## src/hw/rtl/srp_pkg.sv

```systemverilog
`timescale 1ns / 1ps
// Shared constants for the staircase ramp profile block.
// No dependencies.
package srp_pkg;

    localparam int TIME_WIDTH_DEF = 16;

    localparam int CFG_W     = 16;
    localparam int CFG_IDX_W = 2;
    localparam int RAMP_W    = 16;
    localparam int HOLD_W    = 16;
    localparam int STORQ_W   = 12;
    localparam int LEVEL_W   = 4;
    localparam int TORQUE_W  = 16;
    localparam int STEP_W    = 5;
    localparam int PHASE_W   = 2;

    // quotient of S*e/ramp is below S, so it fits the torque-step width
    localparam int QUOT_W = STORQ_W;

    localparam logic [CFG_IDX_W-1:0] CFG_RAMP_TIME = 2'd0;
    localparam logic [CFG_IDX_W-1:0] CFG_HOLD_TIME = 2'd1;
    localparam logic [CFG_IDX_W-1:0] CFG_STEP_TORQ = 2'd2;
    localparam logic [CFG_IDX_W-1:0] CFG_TOP_LEVEL = 2'd3;

    localparam logic [RAMP_W-1:0]  RAMP_TIME_RST = 16'd1000;
    localparam logic [HOLD_W-1:0]  HOLD_TIME_RST = 16'd2000;
    localparam logic [STORQ_W-1:0] STEP_TORQ_RST = 12'd1000;
    localparam logic [LEVEL_W-1:0] TOP_LEVEL_RST = 4'd10;

    localparam logic [PHASE_W-1:0] PH_RAMP = 2'd0;
    localparam logic [PHASE_W-1:0] PH_HOLD = 2'd1;
    localparam logic [PHASE_W-1:0] PH_DONE = 2'd2;

    localparam logic [STEP_W-1:0] STEP_MAX = 5'd30;

endpackage

```

## src/hw/rtl/staircase_ramp_profile.sv

```systemverilog
`timescale 1ns / 1ps
// Staircase ramp torque setpoint generator, one beat in and one beat out per tick.
// Mid-ramp ticks use the divider (states LOAD, DIV, FIN); other ticks go from EVAL
// straight to OUT. A new input beat is taken only in IDLE, after the last result
// is loaded into the output register. The divider gives one quotient bit per
// cycle, 12 bits. A stalled output holds the next item in the output state.
// Async active-low reset: profile at step 0, ramp phase, registers at defaults.
module staircase_ramp_profile
    import srp_pkg::*;
#(
    parameter int TIME_WIDTH = TIME_WIDTH_DEF
)
(
    input  logic                 clk,
    input  logic                 rst_n,
    input  logic                 cfg_we,
    input  logic [CFG_IDX_W-1:0] cfg_index,
    input  logic [CFG_W-1:0]     cfg_data,
    input  logic                 in_valid,
    output logic                 in_ready,
    input  logic                 restart,
    output logic                 out_valid,
    input  logic                 out_ready,
    output logic [TORQUE_W-1:0]  torque_mnm,
    output logic [PHASE_W-1:0]   phase_code,
    output logic [STEP_W-1:0]    step_number
);

    localparam int CW = (TIME_WIDTH > RAMP_W) ? TIME_WIDTH : RAMP_W;
    localparam int PW = STORQ_W + TIME_WIDTH;

    localparam logic [2:0] ST_IDLE = 3'd0;
    localparam logic [2:0] ST_EVAL = 3'd1;
    localparam logic [2:0] ST_LOAD = 3'd2;
    localparam logic [2:0] ST_DIV  = 3'd3;
    localparam logic [2:0] ST_FIN  = 3'd4;
    localparam logic [2:0] ST_OUT  = 3'd5;

    logic [RAMP_W-1:0]     ramp_time_reg;
    logic [HOLD_W-1:0]     hold_time_reg;
    logic [STORQ_W-1:0]    step_torq_reg;
    logic [LEVEL_W-1:0]    top_level_reg;

    logic [2:0]            state_reg, state_next;
    logic                  restart_reg;
    logic [STEP_W-1:0]     step_reg, step_next;
    logic [PHASE_W-1:0]    phase_reg, phase_next;
    logic [TIME_WIDTH-1:0] elapsed_reg, elapsed_next;
    logic                  rise_reg;
    logic [TORQUE_W-1:0]   base_reg;
    logic [PW-1:0]         prod_reg;
    logic [TORQUE_W-1:0]   res_reg, res_next;
    logic                  out_valid_reg;
    logic [TORQUE_W-1:0]   out_torque_reg;
    logic [PHASE_W-1:0]    out_phase_reg;
    logic [STEP_W-1:0]     out_step_reg;

    logic [TIME_WIDTH-1:0] e_inc;
    logic [STEP_W-1:0]     last;
    logic [STEP_W-1:0]     fall_from;
    logic [STEP_W-1:0]     from_lvl;
    logic [STEP_W-1:0]     to_lvl;
    logic [STEP_W-1:0]     lvl_sel;
    logic [TORQUE_W-1:0]   lvl_torque;
    logic                  rising;
    logic                  need_div;
    logic                  load_out;

    logic                  div_start;
    logic                  div_done;
    logic [QUOT_W-1:0]     div_quot;

    // configuration
    always_ff @(posedge clk or negedge rst_n)
    begin
        if (!rst_n)
        begin
            ramp_time_reg <= RAMP_TIME_RST;
            hold_time_reg <= HOLD_TIME_RST;
            step_torq_reg <= STEP_TORQ_RST;
            top_level_reg <= TOP_LEVEL_RST;
        end
        else if (cfg_we)
        begin
            case (cfg_index)
                CFG_RAMP_TIME: ramp_time_reg <= cfg_data[RAMP_W-1:0];
                CFG_HOLD_TIME: hold_time_reg <= cfg_data[HOLD_W-1:0];
                CFG_STEP_TORQ: step_torq_reg <= cfg_data[STORQ_W-1:0];
                CFG_TOP_LEVEL: top_level_reg <= cfg_data[LEVEL_W-1:0];
                default: ;
            endcase
        end
    end

    // step decode
    assign e_inc = (elapsed_reg == {TIME_WIDTH{1'b1}}) ? elapsed_reg
                                                       : elapsed_reg + TIME_WIDTH'(1);
    assign last       = {top_level_reg, 1'b0};
    assign rising     = (step_reg < {1'b0, top_level_reg});
    assign fall_from  = last - step_reg;
    assign from_lvl   = rising ? step_reg : fall_from;
    assign to_lvl     = rising ? step_reg + STEP_W'(1) : fall_from - STEP_W'(1);
    // mid-ramp tick: interpolate from the starting level
    assign need_div   = !restart_reg && (phase_reg == PH_RAMP) && (step_reg < last)
                        && (CW'(e_inc) < CW'(ramp_time_reg));
    assign lvl_sel    = need_div ? from_lvl : to_lvl;
    assign lvl_torque = TORQUE_W'({{(TORQUE_W-STEP_W){1'b0}}, lvl_sel}
                                  * {{(TORQUE_W-STORQ_W){1'b0}}, step_torq_reg});

    always_comb
    begin
        step_next    = step_reg;
        phase_next   = phase_reg;
        elapsed_next = e_inc;
        res_next     = '0;
        if (restart_reg)
        begin
            step_next    = '0;
            phase_next   = PH_RAMP;
            elapsed_next = '0;
        end
        else if ((phase_reg != PH_RAMP && phase_reg != PH_HOLD) || (step_reg >= last))
        begin
            phase_next = PH_DONE;
        end
        else if (phase_reg == PH_RAMP)
        begin
            if (!need_div)
            begin
                phase_next   = PH_HOLD;
                elapsed_next = '0;
                res_next     = lvl_torque;
            end
        end
        else
        begin
            res_next = lvl_torque;
            if (CW'(e_inc) >= CW'(hold_time_reg))
            begin
                step_next = step_reg + STEP_W'(1);
                if (step_reg + STEP_W'(1) >= last)
                begin
                    phase_next = PH_DONE;
                    res_next   = '0;
                end
                else
                begin
                    phase_next   = PH_RAMP;
                    elapsed_next = '0;
                end
            end
        end
    end

    assign load_out = (state_reg == ST_OUT) && (!out_valid_reg || out_ready);

    always_comb
    begin
        state_next = state_reg;
        case (state_reg)
            ST_IDLE: if (in_valid) state_next = ST_EVAL;
            ST_EVAL: state_next = need_div ? ST_LOAD : ST_OUT;
            ST_LOAD: state_next = ST_DIV;
            ST_DIV:  if (div_done) state_next = ST_FIN;
            ST_FIN:  state_next = ST_OUT;
            ST_OUT:  if (load_out) state_next = ST_IDLE;
            default: state_next = ST_IDLE;
        endcase
    end

    always_ff @(posedge clk or negedge rst_n)
    begin
        if (!rst_n)
        begin
            state_reg     <= ST_IDLE;
            step_reg      <= '0;
            phase_reg     <= PH_RAMP;
            elapsed_reg   <= '0;
            out_valid_reg <= 1'b0;
        end
        else
        begin
            state_reg <= state_next;
            if (state_reg == ST_EVAL)
            begin
                step_reg    <= step_next;
                phase_reg   <= phase_next;
                elapsed_reg <= elapsed_next;
            end
            if (load_out)
                out_valid_reg <= 1'b1;
            else if (out_ready)
                out_valid_reg <= 1'b0;
        end
    end

    always_ff @(posedge clk)
    begin
        if (state_reg == ST_IDLE)
            restart_reg <= restart;
        if (state_reg == ST_EVAL)
        begin
            rise_reg <= rising;
            base_reg <= lvl_torque;
            prod_reg <= PW'(step_torq_reg) * PW'(e_inc);
            res_reg  <= res_next;
        end
        else if (state_reg == ST_FIN)
        begin
            // falling ramps never go below zero: d < S
            res_reg <= rise_reg ? base_reg + TORQUE_W'(div_quot)
                                : base_reg - TORQUE_W'(div_quot);
        end
        if (load_out)
        begin
            out_torque_reg <= res_reg;
            out_phase_reg  <= phase_reg;
            out_step_reg   <= step_reg;
        end
    end

    assign div_start = (state_reg == ST_LOAD);

    srp_div #(
        .PW(PW)
    ) u_div (
        .clk      (clk),
        .rst_n    (rst_n),
        .start    (div_start),
        .dividend (prod_reg),
        .divisor  (ramp_time_reg),
        .done     (div_done),
        .quotient (div_quot)
    );

    assign in_ready    = (state_reg == ST_IDLE);
    assign out_valid   = out_valid_reg;
    assign torque_mnm  = out_torque_reg;
    assign phase_code  = out_phase_reg;
    assign step_number = out_step_reg;

    a_done_in_div: assert property (@(posedge clk) disable iff (!rst_n)
        div_done |-> (state_reg == ST_DIV))
        else $error("divider finished outside divide state");

    a_finished_zero: assert property (@(posedge clk) disable iff (!rst_n)
        (out_valid && phase_code == PH_DONE) |-> (torque_mnm == '0))
        else $error("finished profile with nonzero torque");

    a_step_range: assert property (@(posedge clk) disable iff (!rst_n)
        step_reg <= STEP_MAX)
        else $error("step index past end of profile");

    a_accept_eval: assert property (@(posedge clk) disable iff (!rst_n)
        (in_valid && in_ready) |=> (state_reg == ST_EVAL))
        else $error("accepted beat not evaluated");

endmodule

```

## src/hw/rtl/srp_div.sv

```systemverilog
`timescale 1ns / 1ps
// Restoring divider, one quotient bit per cycle, quotient known to be below 2**QUOT_W.
// Depends on srp_pkg.
module srp_div
    import srp_pkg::*;
#(
    parameter int PW = STORQ_W + TIME_WIDTH_DEF
)
(
    input  logic              clk,
    input  logic              rst_n,
    input  logic              start,
    input  logic [PW-1:0]     dividend,
    input  logic [RAMP_W-1:0] divisor,
    output logic              done,
    output logic [QUOT_W-1:0] quotient
);

    localparam int CNT_W = $clog2(QUOT_W);

    logic              busy_reg, busy_next;
    logic              done_reg, done_next;
    logic [CNT_W-1:0]  cnt_reg, cnt_next;
    logic [RAMP_W-1:0] rem_reg, rem_next;
    logic [RAMP_W-1:0] dvs_reg, dvs_next;
    logic [QUOT_W-1:0] shf_reg, shf_next;

    logic [RAMP_W:0]   trial;
    logic              ge;

    // partial remainder stays below the divisor, so one extra bit is enough
    assign trial = {rem_reg, shf_reg[QUOT_W-1]};
    assign ge    = (trial >= {1'b0, dvs_reg});

    always_comb
    begin
        busy_next = busy_reg;
        done_next = 1'b0;
        cnt_next  = cnt_reg;
        rem_next  = rem_reg;
        dvs_next  = dvs_reg;
        shf_next  = shf_reg;
        if (start)
        begin
            busy_next = 1'b1;
            cnt_next  = '0;
            rem_next  = RAMP_W'(dividend >> QUOT_W);
            shf_next  = dividend[QUOT_W-1:0];
            dvs_next  = divisor;
        end
        else if (busy_reg)
        begin
            rem_next = ge ? RAMP_W'(trial - {1'b0, dvs_reg}) : trial[RAMP_W-1:0];
            shf_next = {shf_reg[QUOT_W-2:0], ge};
            cnt_next = cnt_reg + CNT_W'(1);
            if (cnt_reg == CNT_W'(QUOT_W - 1))
            begin
                busy_next = 1'b0;
                done_next = 1'b1;
            end
        end
    end

    always_ff @(posedge clk or negedge rst_n)
    begin
        if (!rst_n)
        begin
            busy_reg <= 1'b0;
            done_reg <= 1'b0;
            cnt_reg  <= '0;
        end
        else
        begin
            busy_reg <= busy_next;
            done_reg <= done_next;
            cnt_reg  <= cnt_next;
        end
    end

    always_ff @(posedge clk)
    begin
        rem_reg <= rem_next;
        dvs_reg <= dvs_next;
        shf_reg <= shf_next;
    end

    assign done     = done_reg;
    assign quotient = shf_reg;

    a_start_idle: assert property (@(posedge clk) disable iff (!rst_n)
        start |-> !busy_reg)
        else $error("divider started while busy");

    a_done_after_busy: assert property (@(posedge clk) disable iff (!rst_n)
        done_reg |-> $past(busy_reg))
        else $error("divider done without an iteration");

    a_cnt_range: assert property (@(posedge clk) disable iff (!rst_n)
        busy_reg |-> (cnt_reg <= CNT_W'(QUOT_W - 1)))
        else $error("divider count out of range");

endmodule
```

## config.mk

```make
export PLATFORM = sky130hd
export DESIGN_NAME = staircase_ramp_profile
export DESIGN_NICKNAME = d
export VERILOG_FILES = /design/src/hw/rtl/srp_pkg.sv /design/src/hw/rtl/staircase_ramp_profile.sv /design/src/hw/rtl/srp_div.sv
export SDC_FILE = /design/constraint.sdc
export NUM_CORES = 1
export LEC_CHECK = 0
export BUFFER_PORTS_ARGS = -buffer_cell sky130_fd_sc_hd__buf_2
export CORE_MARGIN = 2
export CORE_UTILIZATION = 40
export CTS_BUF_LIST = sky130_fd_sc_hd__clkbuf_8 sky130_fd_sc_hd__clkbuf_16
export DETAILED_ROUTE_END_ITERATION = 6
export PLACE_DENSITY = 0.64
export RECOVER_POWER = 50
export SLEW_MARGIN = 25
export SYNTH_ARGS = -nofsm -noshare
export SYNTH_HDL_FRONTEND = slang
export SYNTH_HIERARCHICAL = 1
export SYNTH_SLANG_ARGS = --single-unit
```

## constraint.sdc

```tcl
create_clock -name clk -period 8.2 [get_ports clk]
set_input_delay 1.64 -clock clk [delete_from_list [all_inputs] [get_ports clk]]
set_output_delay 1.64 -clock clk [all_outputs]
set_load 0.03 [all_outputs]
```

==> results.toml <==
[outcome]
status = "finished with violations"
violations = "capacitance limit, slew limit"

[floorplan]
dieArea_mm2 = 0.04969
die_h_um = 222.9
initial_utilization_pct = 40.32
fp.dieW_um = 222.9
placement_rows = 80
core_region_area_mm2 = 0.04755
boundaryPins = 49

[global_route]
grt_pass1_wl_um = 73430
antenna_found_initial = 1
grt_pass1_vias = 14140
grt_max_degree = 63
overflow = 0
grt_usage_pct = 18.44

[timing]
holdWs_ns = 0.4165
final.setup.tns_ns = 0
setup-violations-final = 0
skew_ns = 0.01601
max_freq_ghz = 0.1284
tightest_slew_ns = 3.159
relSlewSlack_pct = -110.6
rsz0062_at_grt = "false"
fin_crit_sh_pct = 94.99
fin_ws_ns = 0.4105
hold_viol_final = 0
drv_slew = 147
period_needed_ns = 7.790

[final_layout]
register_area_mm2 = 0.005926
largest_reg_flops = 28
diodes = 0
multiInputGateArea_mm2 = 0.01198
final_core_util_pct = 44.32
area_growth_pct = 9.927
drive_above_1_share_pct = 10.86
num-nets-final = 2325
fill_cells = 4497

[setup_path]
path_max_fanout = 6
worstSetupEndpointType = "flop"
cp.arrival_ns = 8.09
cp_data_required_time_ns = 8.50
path_class = "reg2reg"
cpPeakStageDelay_ns = 0.66
reg2reg_setup_slack_ns = 0.41
start_kind = "flop"
critPathSlowestCell = "or4_2"

[clock_tree]
numCtsBuffers = 27
cts_tree = "done"
cts_sinks = 210
clkLatencyLatePin_ns = 0.56
clkTransAtPathRegs_ns = 0.06
hold_buffers = 0
htree_num_levels = 1
clockBufferDepth = 3
cts-root-buf = "clkbuf_16"

[yosys]
syn_area_mm2 = 0.01917
ys_ff_latch = 210
async_flop_share_pct = 38.57
yosysWarningCount = 6
yosysSeqAreaShare_pct = 30.91
syn_nets = 2284
syn_inst = 1919
ys_types = 89
ys.flop_type = "edfxtp_1"
avgSynthCellArea_um2 = 9.990
synth-edff-count = 129

[placed_design]
place_congestion = 0.9060
pre_cts_ws_ns = 0.2105
portBuffers = 48
place_hpwl_um = 34070

[power_and_ir_drop]
leakage_nw = 9.711
p_per_area_mw_per_mm2 = 304.8
power.total_mw = 6.423
ir_worst_vdd_uv = 196.8

[detailed_routing]
wl_per_cell_um = 17.43
drc = 0
wl_um = 45230
vias = 13910
drtPass1Iterations = 5
routed_via_density = 5.359
initialDrtViolationCount = 851
ant_nets = 0

[hold_path]
hold_class = "reg2reg"

[flow_run]
maxCapViolCount = 3
[final timing paths]
check                               start               end  cells past startpoint
setup / recovery           elapsed_reg[1]       res_reg[12]                     30
hold / removal                 res_reg[0]     torque_mnm[0]                      0
setup reg to reg           elapsed_reg[1]       res_reg[12]                     30
hold reg to reg                res_reg[0]     torque_mnm[0]                      0
max in group asynchronous           rst_n  step_torq_reg[0]                      2
min in group asynchronous           rst_n  u_div/cnt_reg[2]                      1
[cell families (layout without fill, tap and decap cells)]
family                   after synthesis  in the layout  synth area share (%)
AO/OA/AOI/OAI                        299            299                 10.48
buffers and inverters                338            399                 6.814
multiplexers                          63             63                 3.609
XOR/XNOR                              90             90                 4.112
flip-flops                           210            210                 30.91
adder cells (fa/ha/maj)              341            341                 29.03
AND/OR/NAND/NOR                      578            578                 15.05
[worst max-delay path, delay by kind of cell (launching register included)]
kind	cells	cell delay, ns
compound gates	7	1.57
xor+xnor	3	0.48
fa+ha+maj	6	2.38
buf+inv	2	0.22
flops	1	0.40
mux	1	0.26
simple gates	11	2.21
[metal layers]
| metal | global-route usage [%] | wire length [µm] | vias to the layer above |
|---|---|---|---|
| li1 | - | - | 6522 |
| met4 | 7.296 | 2003 | 0 |
| met1 | 24.65 | 20310 | 6933 |
| met5 | 0 | 0 | - |
| met3 | 2.766 | 2204 | 100 |
| met2 | 30.19 | 20710 | 351 |
[cell type report]
type	instances	share of cell area, %
sequential	210	28.12
multi-input combinational	1371	56.84
tap	615	3.651
inverter	267	4.756
clock buffer	27	3.206
clock inverter	22	1.164
timing repair buffer	83	2.262
[through the flow]
step                      cells  instance area [µm²]
after detailed placement   2544                20140
after CTS                  2593                21060
after floorplan            1919                19170
after global placement     2544                20140
after global routing       2595                21070
final                      2595                21070
[synthesized netlist by cell type, drive strengths merged (16+ instances only)]
cell type | instances | share of area [%]
nand3 | 28 | 0.73
edfxtp | 129 | 20
mux2i | 17 | 0.89
a21oi | 60 | 1.6
ha | 168 | 11
a22o | 21 | 0.96
mux2 | 46 | 2.7
nor2b | 17 | 0.55
and2 | 111 | 3.6
inv | 266 | 5.2
dfstp | 20 | 2.7
a211oi | 16 | 0.76
clkbuf | 58 | 1.1
o21ai | 83 | 2.2
a21o | 23 | 0.91
fa | 173 | 18
xor2 | 33 | 1.5
xnor2 | 57 | 2.6
nor3 | 28 | 0.73
nor2 | 80 | 1.6
nand2 | 227 | 4.5
dfrtp | 61 | 8.0
[power breakdown]
part	switching (mW)	leakage, nW	internal [mW]	total [mW]
registers	0.278	2.20	1.72	2.00
clock network	0.478	0.459	0.757	1.24
logic	1.88	7.05	1.31	3.19
[cell usage in the layout (no fill, tap or decap), drive strengths merged, types with 7 or more instances in the layout]
cell    Yosys  layout
a21oi      60      60
nand4      14      14
a21o       23      23
fa        173     173
o21ai      83      83
ha        168     168
and3       12      12
nand3      28      28
nor3       28      28
clkbuf     58      36
dfstp      20      20
nor4       11      11
mux2       46      46
xnor2      57      57
mux2i      17      17
inv       266     274
xor2       33      33
o21bai      8       8
and2      111     111
a22o       21      21
clkinv      1       7
dfrtp      61      61
nand2     227     227
nor2b      17      17
nor2       80      80
a211oi     16      16
buf        12      74
o211ai     10      10
o21a       13      13
nand2b     14      14
a31oi      14      14
edfxtp    129     129
[what timing repair did]
item / 4_1_cts / 5_1_grt
setup buffers: 0 / 1
endpoints found under the setup margin: 0 / 13
gates resized for setup: 0 / 11
Power figures use the tool's default switching activity.
